$ cat config.mk
export PLATFORM = sky130hd
export DESIGN_NAME = crc_framed_message_receiver_unit
export DESIGN_NICKNAME = d
export VERILOG_FILES = /design/src/crc_fmr_pkg.sv /design/src/crc_fmr_in_reg.sv /design/src/crc_fmr_parser.sv /design/src/crc_fmr_out_reg.sv /design/src/crc_framed_message_receiver_unit.sv
export VERILOG_INCLUDE_DIRS = /design/src /design/src/src
export SDC_FILE = /design/constraint.sdc
export NUM_CORES = 1
export LEC_CHECK = 0
export BUFFER_PORTS_ARGS = -buffer_cell sky130_fd_sc_hd__clkbuf_2
export CORE_UTILIZATION = 60
export DETAILED_ROUTE_END_ITERATION = 7
export PLACE_DENSITY = 0.87
export RECOVER_POWER = 50
export SLEW_MARGIN = 30
export SYNTH_ARGS = -nofsm -noshare
export SYNTH_HDL_FRONTEND = slang
export SYNTH_SLANG_ARGS = --single-unit
$ cat constraint.sdc
create_clock -name clock -period 5.4 [get_ports clock]
set_clock_uncertainty 0.2 [all_clocks]
set_input_delay 0.54 -clock clock [delete_from_list [all_inputs] [get_ports clock]]
set_output_delay 0.54 -clock clock [all_outputs]
set_load 0.05 [all_outputs]
$ cat src/assert_macros.svh
// Assertion macros shared by the frame receiver modules.
`ifndef ASSERT_MACROS_SVH
`define ASSERT_MACROS_SVH

`ifndef ASSERT_OFF

// Check a property at every clock edge outside reset.
`define CFMR_ASSERT(lbl, clk, rst, prop, msg) \
   lbl: assert property (@(posedge clk) disable iff (rst) prop) else $error(msg);

// Check a property at every clock edge, reset included.
`define CFMR_ASSERT_ALWAYS(lbl, clk, prop, msg) \
   lbl: assert property (@(posedge clk) prop) else $error(msg);

`else

`define CFMR_ASSERT(lbl, clk, rst, prop, msg)
`define CFMR_ASSERT_ALWAYS(lbl, clk, prop, msg)

`endif

`endif

$ cat src/crc_fmr_pkg.sv
`default_nettype none

package crc_fmr_pkg;

   // Frame format
   localparam logic [15:0] FRAME_MAGIC = 16'h1337;
   localparam logic [15:0] CRC_SEED    = 16'hFFFF;
   localparam logic [15:0] CRC_POLY    = 16'hA001;

   localparam int          DEFAULT_MAX_FRAME_PAYLOAD = 4096;
   localparam logic [12:0] MAX_PAYLOAD_RESET         = 13'd4096;

   // Result kinds
   localparam logic RESULT_PAYLOAD = 1'b0;
   localparam logic RESULT_STATUS  = 1'b1;

   // Frame status codes
   localparam logic [1:0] STATUS_OK        = 2'd0;
   localparam logic [1:0] STATUS_BAD_MAGIC = 2'd1;
   localparam logic [1:0] STATUS_TOO_LONG  = 2'd2;
   localparam logic [1:0] STATUS_CRC_ERR   = 2'd3;

   // Reply codes on the wire
   localparam logic [2:0] REPLY_OK      = 3'd0;
   localparam logic [2:0] REPLY_CRC_ERR = 3'd4;

   typedef struct packed {
      logic        result_kind;
      logic [7:0]  payload_byte;
      logic [1:0]  frame_status;
      logic [12:0] frame_length;
      logic        send_reply;
      logic [2:0]  reply_code;
   } result_type;

   // CRC-16, reflected 0x8005, one byte LSB first
   function automatic logic [15:0] crc16_byte(input logic [15:0] crc, input logic [7:0] data);
      logic [15:0] c;
      c = crc ^ {8'h00, data};
      for (int i = 0; i < 8; i++) begin
         c = c[0] ? ((c >> 1) ^ CRC_POLY) : (c >> 1);
      end
      return c;
   endfunction

endpackage

`default_nettype wire

$ cat src/crc_fmr_in_reg.sv
`default_nettype none

module crc_fmr_in_reg (
   input  wire logic       clock,
   input  wire logic       reset,
   input  wire logic       req_valid,
   output logic            req_ready,
   input  wire logic [7:0] req_rx_byte,
   input  wire logic       advance,
   output logic            item_valid,
   output logic [7:0]      item_byte
);

   logic       valid_ff, valid_in;
   logic [7:0] byte_ff;
   logic       take;

   // Take a new transaction when the register is empty or moves on this cycle
   assign req_ready = !valid_ff || advance;
   assign take      = req_valid && req_ready;

   always_comb begin
      valid_in = valid_ff;
      if (take) begin
         valid_in = 1'b1;
      end else if (advance) begin
         valid_in = 1'b0;
      end
   end

   always_ff @(posedge clock) begin
      if (reset) begin
         valid_ff <= 1'b0;
      end else begin
         valid_ff <= valid_in;
      end
   end

   // Hold the byte until the parser consumes it
   always_ff @(posedge clock) begin
      if (take) begin
         byte_ff <= req_rx_byte;
      end
   end

   assign item_valid = valid_ff;
   assign item_byte  = byte_ff;

endmodule

`default_nettype wire

$ cat src/crc_fmr_parser.sv
`default_nettype none
`include "assert_macros.svh"

module crc_fmr_parser #(
   parameter int MAX_FRAME_PAYLOAD = crc_fmr_pkg::DEFAULT_MAX_FRAME_PAYLOAD
) (
   input  wire logic        clock,
   input  wire logic        reset,
   input  wire logic        item_valid,
   input  wire logic [7:0]  item_byte,
   input  wire logic        advance,
   input  wire logic [12:0] max_payload,
   output logic             has_result,
   output crc_fmr_pkg::result_type result
);

   import crc_fmr_pkg::*;

   localparam logic [15:0] FRAME_CAP = 16'(MAX_FRAME_PAYLOAD);

   typedef enum logic [6:0] {
      PH_MAGIC_LO = 7'b0000001,
      PH_MAGIC_HI = 7'b0000010,
      PH_LEN_LO   = 7'b0000100,
      PH_LEN_HI   = 7'b0001000,
      PH_PAYLOAD  = 7'b0010000,
      PH_CRC_LO   = 7'b0100000,
      PH_CRC_HI   = 7'b1000000
   } phase_type;

   phase_type   phase_ff, phase_in;
   logic [12:0] count_ff, count_in;
   logic [12:0] length_ff, length_in;
   logic [15:0] crc_ff, crc_in;
   logic [7:0]  held_ff, held_in;
   logic        magic_ok_ff, magic_ok_in;

   logic [15:0] crc_next;
   logic [15:0] word;
   logic [15:0] limit;
   logic [12:0] count_inc;

   assign crc_next  = crc16_byte(crc_ff, item_byte);
   assign word      = {item_byte, held_ff};
   assign limit     = ({3'b000, max_payload} > FRAME_CAP) ? FRAME_CAP : {3'b000, max_payload};
   assign count_inc = count_ff + 13'd1;

   // Decode the byte against the current frame phase
   always_comb begin
      phase_in    = phase_ff;
      count_in    = count_ff;
      length_in   = length_ff;
      crc_in      = crc_ff;
      held_in     = held_ff;
      magic_ok_in = magic_ok_ff;
      has_result  = 1'b0;
      result      = '0;
      case (phase_ff)
         PH_MAGIC_HI: begin
            crc_in      = crc_next;
            magic_ok_in = (word == FRAME_MAGIC);
            phase_in    = PH_LEN_LO;
         end
         PH_LEN_LO: begin
            crc_in   = crc_next;
            held_in  = item_byte;
            phase_in = PH_LEN_HI;
         end
         PH_LEN_HI: begin
            crc_in = crc_next;
            if (!magic_ok_ff || (word > limit)) begin
               // Reject the header and drop back to hunting
               has_result          = 1'b1;
               result.result_kind  = RESULT_STATUS;
               result.frame_status = magic_ok_ff ? STATUS_TOO_LONG : STATUS_BAD_MAGIC;
               phase_in            = PH_MAGIC_LO;
               count_in            = '0;
               length_in           = '0;
               crc_in              = CRC_SEED;
               held_in             = '0;
               magic_ok_in         = 1'b0;
            end else begin
               length_in = word[12:0];
               count_in  = '0;
               phase_in  = (word == 16'd0) ? PH_CRC_LO : PH_PAYLOAD;
            end
         end
         PH_PAYLOAD: begin
            crc_in              = crc_next;
            count_in            = count_inc;
            has_result          = 1'b1;
            result.result_kind  = RESULT_PAYLOAD;
            result.payload_byte = item_byte;
            if (count_inc >= length_ff) begin
               phase_in = PH_CRC_LO;
            end
         end
         PH_CRC_LO: begin
            held_in  = item_byte;
            phase_in = PH_CRC_HI;
         end
         PH_CRC_HI: begin
            has_result          = 1'b1;
            result.result_kind  = RESULT_STATUS;
            result.frame_length = length_ff;
            result.send_reply   = 1'b1;
            if ((crc_ff ^ CRC_SEED) == word) begin
               result.frame_status = STATUS_OK;
               result.reply_code   = REPLY_OK;
            end else begin
               result.frame_status = STATUS_CRC_ERR;
               result.reply_code   = REPLY_CRC_ERR;
            end
            phase_in    = PH_MAGIC_LO;
            count_in    = '0;
            length_in   = '0;
            crc_in      = CRC_SEED;
            held_in     = '0;
            magic_ok_in = 1'b0;
         end
         default: begin
            // First header byte; unknown codes restart here too
            phase_in    = PH_MAGIC_HI;
            count_in    = '0;
            length_in   = '0;
            crc_in      = crc16_byte(CRC_SEED, item_byte);
            held_in     = item_byte;
            magic_ok_in = 1'b0;
         end
      endcase
   end

   // Advance the frame state once per consumed byte
   always_ff @(posedge clock) begin
      if (reset) begin
         phase_ff    <= PH_MAGIC_LO;
         count_ff    <= '0;
         length_ff   <= '0;
         crc_ff      <= CRC_SEED;
         held_ff     <= '0;
         magic_ok_ff <= 1'b0;
      end else if (advance) begin
         phase_ff    <= phase_in;
         count_ff    <= count_in;
         length_ff   <= length_in;
         crc_ff      <= crc_in;
         held_ff     <= held_in;
         magic_ok_ff <= magic_ok_in;
      end
   end

   `CFMR_ASSERT(a_advance_needs_item, clock, reset, advance |-> item_valid, "parser advanced without a byte")
   `CFMR_ASSERT(a_count_in_frame, clock, reset, count_ff <= length_ff, "payload count ran past frame length")
   `CFMR_ASSERT(a_footer_ends_frame, clock, reset, (advance && phase_ff == PH_CRC_HI) |=> (phase_ff == PH_MAGIC_LO && crc_ff == CRC_SEED), "frame did not restart after footer")
   `CFMR_ASSERT(a_payload_gives_byte, clock, reset, (phase_ff == PH_PAYLOAD) |-> (has_result && result.result_kind == RESULT_PAYLOAD), "payload byte without a result")

endmodule

`default_nettype wire

$ cat src/crc_fmr_out_reg.sv
`default_nettype none

module crc_fmr_out_reg (
   input  wire logic               clock,
   input  wire logic               reset,
   input  wire logic               load,
   input  wire crc_fmr_pkg::result_type load_data,
   input  wire logic               rsp_ready,
   output logic                    rsp_valid,
   output crc_fmr_pkg::result_type rsp_data
);

   import crc_fmr_pkg::*;

   logic       valid_ff, valid_in;
   result_type data_ff;

   // Fill on load, drain when the consumer takes the transaction
   always_comb begin
      valid_in = valid_ff;
      if (load) begin
         valid_in = 1'b1;
      end else if (rsp_ready) begin
         valid_in = 1'b0;
      end
   end

   always_ff @(posedge clock) begin
      if (reset) begin
         valid_ff <= 1'b0;
      end else begin
         valid_ff <= valid_in;
      end
   end

   always_ff @(posedge clock) begin
      if (load) begin
         data_ff <= load_data;
      end
   end

   assign rsp_valid = valid_ff;
   assign rsp_data  = data_ff;

endmodule

`default_nettype wire

$ cat src/crc_framed_message_receiver_unit.sv
// Frame receiver for a byte link: takes one received byte per transaction on the req_ channel,
// parses a 4-byte little-endian header (magic 0x1337, then a 16-bit payload length), the payload
// and a 2-byte little-endian CRC-16 footer (reflected 0x8005, seed 0xFFFF, final XOR 0xFFFF,
// covering header and payload). Each payload byte comes out on the rsp_ channel as a payload
// result; at the end of a frame, or on a bad magic or a length over min(max_payload,
// MAX_FRAME_PAYLOAD), one status result follows and the receiver hunts for a new header at the
// very next byte. Header and footer bytes other than the last give no result. One byte is taken
// every cycle while results drain; a byte passes the input register, then the CRC byte update
// and frame state logic into the result register. max_payload resets to 4096 and is written
// through the csr_ port; the user must do so only while idle, which the block does not enforce.
`default_nettype none
`include "assert_macros.svh"

module crc_framed_message_receiver_unit #(
   parameter int MAX_FRAME_PAYLOAD = crc_fmr_pkg::DEFAULT_MAX_FRAME_PAYLOAD
) (
   input  wire logic        clock,
   input  wire logic        reset,
   input  wire logic        csr_valid,
   output logic             csr_ready,
   input  wire logic [12:0] csr_max_payload,
   input  wire logic        req_valid,
   output logic             req_ready,
   input  wire logic [7:0]  req_rx_byte,
   output logic             rsp_valid,
   input  wire logic        rsp_ready,
   output logic             rsp_result_kind,
   output logic [7:0]       rsp_payload_byte,
   output logic [1:0]       rsp_frame_status,
   output logic [12:0]      rsp_frame_length,
   output logic             rsp_send_reply,
   output logic [2:0]       rsp_reply_code
);

   import crc_fmr_pkg::*;

   logic [12:0] max_payload_ff;
   logic        item_valid;
   logic [7:0]  item_byte;
   logic        has_result;
   logic        advance;
   logic        load;
   result_type  result;
   result_type  rsp_data;

   // Hold the payload limit register
   assign csr_ready = 1'b1;

   always_ff @(posedge clock) begin
      if (reset) begin
         max_payload_ff <= MAX_PAYLOAD_RESET;
      end else if (csr_valid) begin
         max_payload_ff <= csr_max_payload;
      end
   end

   // Move the held byte on unless its result would overwrite an untaken one
   assign advance = item_valid && (!has_result || !rsp_valid || rsp_ready);
   assign load    = advance && has_result;

   crc_fmr_in_reg u_in_reg (
      .clock       (clock),
      .reset       (reset),
      .req_valid   (req_valid),
      .req_ready   (req_ready),
      .req_rx_byte (req_rx_byte),
      .advance     (advance),
      .item_valid  (item_valid),
      .item_byte   (item_byte)
   );

   crc_fmr_parser #(
      .MAX_FRAME_PAYLOAD (MAX_FRAME_PAYLOAD)
   ) u_parser (
      .clock       (clock),
      .reset       (reset),
      .item_valid  (item_valid),
      .item_byte   (item_byte),
      .advance     (advance),
      .max_payload (max_payload_ff),
      .has_result  (has_result),
      .result      (result)
   );

   crc_fmr_out_reg u_out_reg (
      .clock     (clock),
      .reset     (reset),
      .load      (load),
      .load_data (result),
      .rsp_ready (rsp_ready),
      .rsp_valid (rsp_valid),
      .rsp_data  (rsp_data)
   );

   assign rsp_result_kind  = rsp_data.result_kind;
   assign rsp_payload_byte = rsp_data.payload_byte;
   assign rsp_frame_status = rsp_data.frame_status;
   assign rsp_frame_length = rsp_data.frame_length;
   assign rsp_send_reply   = rsp_data.send_reply;
   assign rsp_reply_code   = rsp_data.reply_code;

   `CFMR_ASSERT(a_no_overwrite, clock, reset, load |-> (!rsp_valid || rsp_ready), "result register overwritten before it was taken")
   `CFMR_ASSERT(a_stall_blocks_input, clock, reset, (item_valid && has_result && rsp_valid && !rsp_ready) |-> !req_ready, "input taken while the parser is stalled")

endmodule

`default_nettype wire

# Word level (Yosys, flattened, before mapping)

Cells that the tools add are included.

Add/sub/neg operators: 1
Magnitude comparators: 3
Equality and inequality tests: 10
Mux-type cells: 43
Bitwise operators: 24
Reductions and logical operators: 26

Operator list:

| kind                                                   | number |
|---|---|
| two-way mux 16 bit                                     | 17 |
| one-hot mux 16 bit (4 select lines)                    | 1 |
| one-hot mux 13 bit (2 select lines)                    | 2 |
| inverter 2 -> 3 bit                                    | 16 |
| one-hot mux 7 bit (6 select lines)                     | 1 |
| two-way mux 13 bit                                     | 2 |
| one-hot mux 8 bit (3 select lines)                     | 1 |
| equality test 16 x 13 -> 1 bit (second input constant) | 1 |
| equality test 16 bit                                   | 1 |
| greater-than comparator 16 bit                         | 1 |
| zero test 16 bit                                       | 1 |
| inverter 16 bit                                        | 1 |
| inverter 8 -> 16 bit                                   | 1 |
| bitwise XOR 16 x 8 -> 16 bit                           | 1 |
| two-way mux 7 bit                                      | 2 |
| adder 13 x 1 -> 13 bit (second input constant)         | 1 |
| greater-or-equal comparator 13 bit                     | 1 |
| greater-than comparator 13 bit (second input constant) | 1 |
| OR reduction 3 bit                                     | 3 |
| two-way mux 8 bit                                      | 1 |
| AND reduction 2 bit                                    | 4 |
| equality test 7 x 2 -> 1 bit (second input constant)   | 1 |
| equality test 7 x 3 -> 1 bit (second input constant)   | 1 |
| equality test 7 x 4 -> 1 bit (second input constant)   | 1 |
| 20 further kinds                                       | 44 |

Bits in registers: 109
Input port bits: 26
Output and inout port bits: 31
Word-level logic and storage cells: 123

# Depth between registers and ports, before layout

Word-level depth: 19
Gate-level depth with buffers: 14
Gate-level depth less buffers: 13

# By module

A second synthesis with hierarchy kept.

Cell total of the unflattened synthesis: 640
Area, all modules: 5985.7 sq um

By module, submodules not included:

| module                           | instances | cells each | area each (sq um) | seq. area each (sq um) |
|---|---|---|---|---|
| crc_fmr_parser                   | 1         | 547        | 4302.9            | 1161.1 |
| crc_fmr_out_reg                  | 1         | 32         | 879.6             | 860.8 |
| crc_framed_message_receiver_unit | 1         | 48         | 508.0             | 260.2 |
| crc_fmr_in_reg                   | 1         | 13         | 295.3             | 260.2 |

# Worst setup path after synthesis

OpenSTA, ideal clock, no wires.

Path kind: reg2reg
Start: register max_payload_ff[12]
End: register u_out_reg.data_ff (netlist bit u_out_reg.rsp_data[10]), enable pin
Setup time: 0.449 ns
Arrival: 4.081 ns
Data required time: 4.751 ns
Path slack: 0.670 ns
Stages on the path, launching flop included: 11
Buffers on the path: 1
Clock period less this slack: 4.730 ns
Cell sequence: dfxtp_1 > inv_1 > clkbuf_1 > nand2_1 > ha_1 > nand2_1 > or3_4 > and3_4 > a221oi_2 > nand2_2 > a21boi_0

Word-level cells in the longest chain between the ends: 11

RTL lines:

| element                              | RTL line                               | text |
|---|---|---|
| start, declared                      | crc_framed_message_receiver_unit.sv:37 | `logic [12:0] max_payload_ff;` |
| start signal, assigned               | crc_framed_message_receiver_unit.sv:53 | `max_payload_ff <= csr_max_payload;` |
| greater-than comparator 13 bit       | crc_fmr_parser.sv:45                   | `assign limit = ({3'b000, max_payload} > FRAME_CAP) ? FRAME_CAP : {3'b000, max_payload};` |
| two-way mux 13 bit *                 | crc_fmr_parser.sv:45                   |  |
| greater-than comparator 16 bit *     | crc_fmr_parser.sv:71                   | `if (!magic_ok_ff \|\| (word > limit)) begin` |
| logical OR 1 bit *                   | crc_fmr_parser.sv:71                   |  |
| two-way mux 1 bit *                  | crc_fmr_parser.sv:71                   |  |
| one-hot mux 1 bit (2 select lines) * | crc_fmr_parser.sv:58                   | `case (phase_ff)` |
| zero test 1 bit                      | crc_framed_message_receiver_unit.sv:58 | `assign advance = item_valid && (!has_result \|\| !rsp_valid \|\| rsp_ready);` |
| logical OR 1 bit (2 in a row)        | crc_framed_message_receiver_unit.sv:58 |  |
| logical AND 1 bit                    | crc_framed_message_receiver_unit.sv:58 |  |
| logical AND 1 bit *                  | crc_framed_message_receiver_unit.sv:59 | `assign load = advance && has_result;` |
| via load                             | crc_framed_message_receiver_unit.sv:42 | `logic load;` |
| end signal, assigned                 | crc_fmr_out_reg.sv:38                  | `data_ff <= load_data;` |
| end, declared                        | crc_fmr_out_reg.sv:16                  | `result_type data_ff;` |

The timed path passes the listed nets; every way through them passes the cells marked *.
A chain may end at the register's enable or synchronous reset.

# Worst setup path after layout

Start: register u_parser.phase_ff[2]
End: output req_ready

Word-level cells in the longest chain between the ends: 8
Elaborated cells on any way between the ends: 10
Those cells by class: 3 x eq/ne; 1 x mux; 6 x reduce/logical

RTL lines:

| element                                                             | RTL line                               | text |
|---|---|---|
| start, declared                                                     | crc_fmr_parser.sv:31                   | `phase_type phase_ff, phase_in;` |
| start signal, assigned                                              | crc_fmr_parser.sv:143                  | `phase_ff <= phase_in;` |
| equality test 7 x 5 -> 1 bit or equality test 7 bit (tied branches) | crc_fmr_parser.sv:58                   |  |
| OR reduction 2 bit (no source line)                                 | --                                     |  |
| one-hot mux 1 bit (2 select lines) *                                | crc_fmr_parser.sv:58                   |  |
| zero test 1 bit *                                                   | crc_framed_message_receiver_unit.sv:58 |  |
| logical OR 1 bit * (2 in a row)                                     | crc_framed_message_receiver_unit.sv:58 |  |
| logical AND 1 bit *                                                 | crc_framed_message_receiver_unit.sv:58 |  |
| logical OR 1 bit *                                                  | crc_fmr_in_reg.sv:19                   | `assign req_ready = !valid_ff \|\| advance;` |
| end, declared                                                       | crc_framed_message_receiver_unit.sv:23 | `output logic req_ready,` |

Mark *: on every way between the ends. The rest lies on a longest branch, timed or not.

==> summary.txt <==
Status: finished with violations
Violations in the final reports: capacitance limit, slew limit
Total overflow reported by the global router: 0
Register area share after synthesis: 0.416
Cell with the most instances on the worst path: sky130_fd_sc_hd__nand2_1
Final critical-path share of the clock period: 0.838
Sum of negative setup slack: 0 ns
Chip Height: 102 um
Worst setup margin: 0.873 ns
Netlist area before placement: 5970 um2
Leakage power of the design: 2.43 nW
Clock tree from TritonCTS: yes
Number of buffer cells added on primary ports: 53
Skew-Pair Late Insertion Delay: 0.39 ns
Count of endpoints failing setup in the final report: 0
Avg Inst Size Synth: 9.11 um2
Number of buffers inserted by post-CTS setup repair: 0
Netlist cell types: 69
TritonRoute pass-1 iters: 7
Power, Total: 1.53 mW
Clock tree root buffer cell: sky130_fd_sc_hd__clkbuf_8
Post-detailed-route via-to-cell ratio: 6.05
Leading area contributor after synthesis: sky130_fd_sc_hd__dfxtp_1
Slew at the pin with the worst max-slew slack: 2.09 ns
Largest cells by area after synthesis: sky130_fd_sc_hd__dfxtp_1 24%, sky130_fd_sc_hd__edfxtp_1 17%, sky130_fd_sc_hd__ha_1 6.9%
Initial antenna violation count: 0
Data arrival time at the worst-slack endpoint: 3.79 ns
Finished Core Util: 0.649
Top flip-flop cell by instance count after synthesis: sky130_fd_sc_hd__dfxtp_1
Filler Cells Inserted: 851
Dpl cells: 800
Worst EP required: 4.66 ns
Reported max-cap violation count: 2
Ratio of cells with drive above 1 in the final layout: 0.0878
Largest fanout on the critical path: 25
Die width: 102 um
Number of nets still failing antenna checks after routing: 0
Largest voltage drop on the vdd net: 0.144 mV
Pwr/cell area: 243 nW/um2
Proportion of register bits with asynchronous set or reset after synthesis: 0
Placeable core area: 9680 um2
Post-route cell area: 6290 um2
Row cnt: 36
Cell with the largest stage delay on the worst path: sky130_fd_sc_hd__a21oi_1
Tightest hold margin: 0.124 ns
Endpoints failing hold: 0
Most frequently used cell type in the post-synthesis netlist: sky130_fd_sc_hd__dfxtp_1
Global-route wire length before repair: 22300 um
Clock-pin slew of the registers on the worst-case setup and hold paths: 0.10 ns
Worst max-slew margin expressed relative to the limit: -0.391
Mapped Cells: 655
Unrepaired setup endpoints after global routing: no
CTS buffer count: 9
Layout Cells excl Fill: 816
Proportion of netlist area held by the largest area contributor: 0.245
Routed Wire Length: 13900 um
Startpoint types: register
Starting utilization of the core area: 0.616
Clk sinks: 107
Drt first-iter violations: 450
Max Clock Freq: 221 MHz
Vias in the first global route: 4566
Number of register bits inferred by synthesis: 107
Number of flops mapped to enable cells by yosys: 34
I/O pin cnt: 57
Worst setup slack before clock tree synthesis: 1.77 ns
YS warnings: 0
GRT Resource Usage Total: 0.284
Final-stage net count: 737
Buffer depth of the longest clock path: 2
Die area: 10400 um2
Element type at the critical path end: primary output
Count of vias placed by the detailed router: 4937
Placed cell area: 6210 um2
DR WL/cell: 17.0 um
Crit path largest cell delay: 0.68 ns
Final min period: 4.53 ns
Sequence of cells on the critical path: nor3_1, nand3_1, clkbuf_1, and2_0, a221oi_2, nand2_1, a21oi_1, nand2_1, clkbuf_2
Top cells by instance count after synthesis: 73 x sky130_fd_sc_hd__dfxtp_1, 63 x sky130_fd_sc_hd__nor2_1, 60 x sky130_fd_sc_hd__nand2_1, 34 x sky130_fd_sc_hd__edfxtp_1, 34 x sky130_fd_sc_hd__xor2_1
Post-CTS Resized: 0
Final HPWL DP: 9870 um
Antenna diode instance count: 0
Hold Buf Count CTS: 0
Largest net degree at the start of global routing: 49
DRC violation count after routing: 0
H-tree lvl count: 3
Min-delay worst type: in -> reg
Final max-slew violation count: 94
Final weighted congestion in routability-driven placement: 0.976
Category of the most critical setup path: reg -> out
Growth of design area from synthesis to finish: 5.37%
## where the power goes
group / switching [mW] / internal, mW
clock: 0.267 / 0.164
sequential: 0.0371 / 0.849
combinational: 0.123 / 0.0878
total: 0.428 / 1.10
## layer usage
metal  vias up  global-route usage  part of all wire
met3        54              0.0386             0.071
li1       2349                   -                 -
met5         -                   0                 0
met1      2284               0.372              0.44
met2       250               0.443              0.45
met4         0               0.181             0.038
## final timing paths
path,from,endpoint,slack (ns),depth (start not counted)
setup / recovery,u_parser.phase_ff[2],req_ready,0.87,9
hold / removal,req_rx_byte[2],u_in_reg.item_byte[2],0.12,1
hold reg to reg,u_parser.length_ff[7],u_parser.length_ff[7],0.26,2
setup reg to reg,u_parser.phase_ff[2],u_parser.held_ff[6],1.38,9
## sequential cells by signal, summed over array words and instances (netlist names)
signal,flops
u_parser.magic_ok_ff,1
u_parser.phase_ff,7
u_parser.crc_ff,16
u_parser.count_ff,13
u_in_reg.item_byte,8
u_out_reg.rsp_valid,1
max_payload_ff,13
u_parser.held_ff,8
u_parser.length_ff,13
u_in_reg.item_valid,1
u_out_reg.rsp_data,26
## critical path, delay by kind of cell, from the launching register on
family	cells	cell delay [ns]
DFF	1	0.41
AOI/OAI and AO/OA	2	1.00
and+or+nand+nor	5	1.23
buffers and inverters	2	0.75
## cells in the final DEF, fill, tap and decap left out, drive strengths merged, types with 2 or more instances in the layout
cell and count:
a2111oi 3, a211o 2, a211oi 5, a21o 2, a21oi 35, a311oi 2
a31o 5, a31oi 3, a41o 2, and2 8, and3 7, clkbuf 66
clkinv 6, conb 3, dfxtp 73, edfxtp 34, ha 33, inv 27
mux2i 19, nand2 61, nand2b 3, nand3 31, nand3b 2, nand4 24
nor2 64, nor2b 6, nor3 14, nor4 10, nor4b 2, o211a 2
o211ai 6, o21a 3, o21ai 41, o21bai 2, o22ai 2, xnor2 27
xor2 34
## final cells by class
type	count	area (um2)	share of cell area
Sequential cell	107	2480	0.395
Tap cell	133	166	0.0265
Timing Repair Buffer	56	240	0.0382
Clock buffer	10	128	0.0203
Inverter	27	101	0.0161
Clock inverter	6	32.5	0.00517
Multi-Input combinational cell	477	3140	0.499
## kinds of logic after synthesis
family	after synthesis	share of synthesized area
adder cells (fa/ha/maj)	33	0.0692
XOR/XNOR	61	0.0895
AO/OA/AOI/OAI	123	0.137
flip-flops	107	0.416
AND/OR/NAND/NOR	238	0.200
buffers and inverters	72	0.0551
other	2	0.00126
multiplexers	19	0.0319
(Power assumes the default switching activity.)
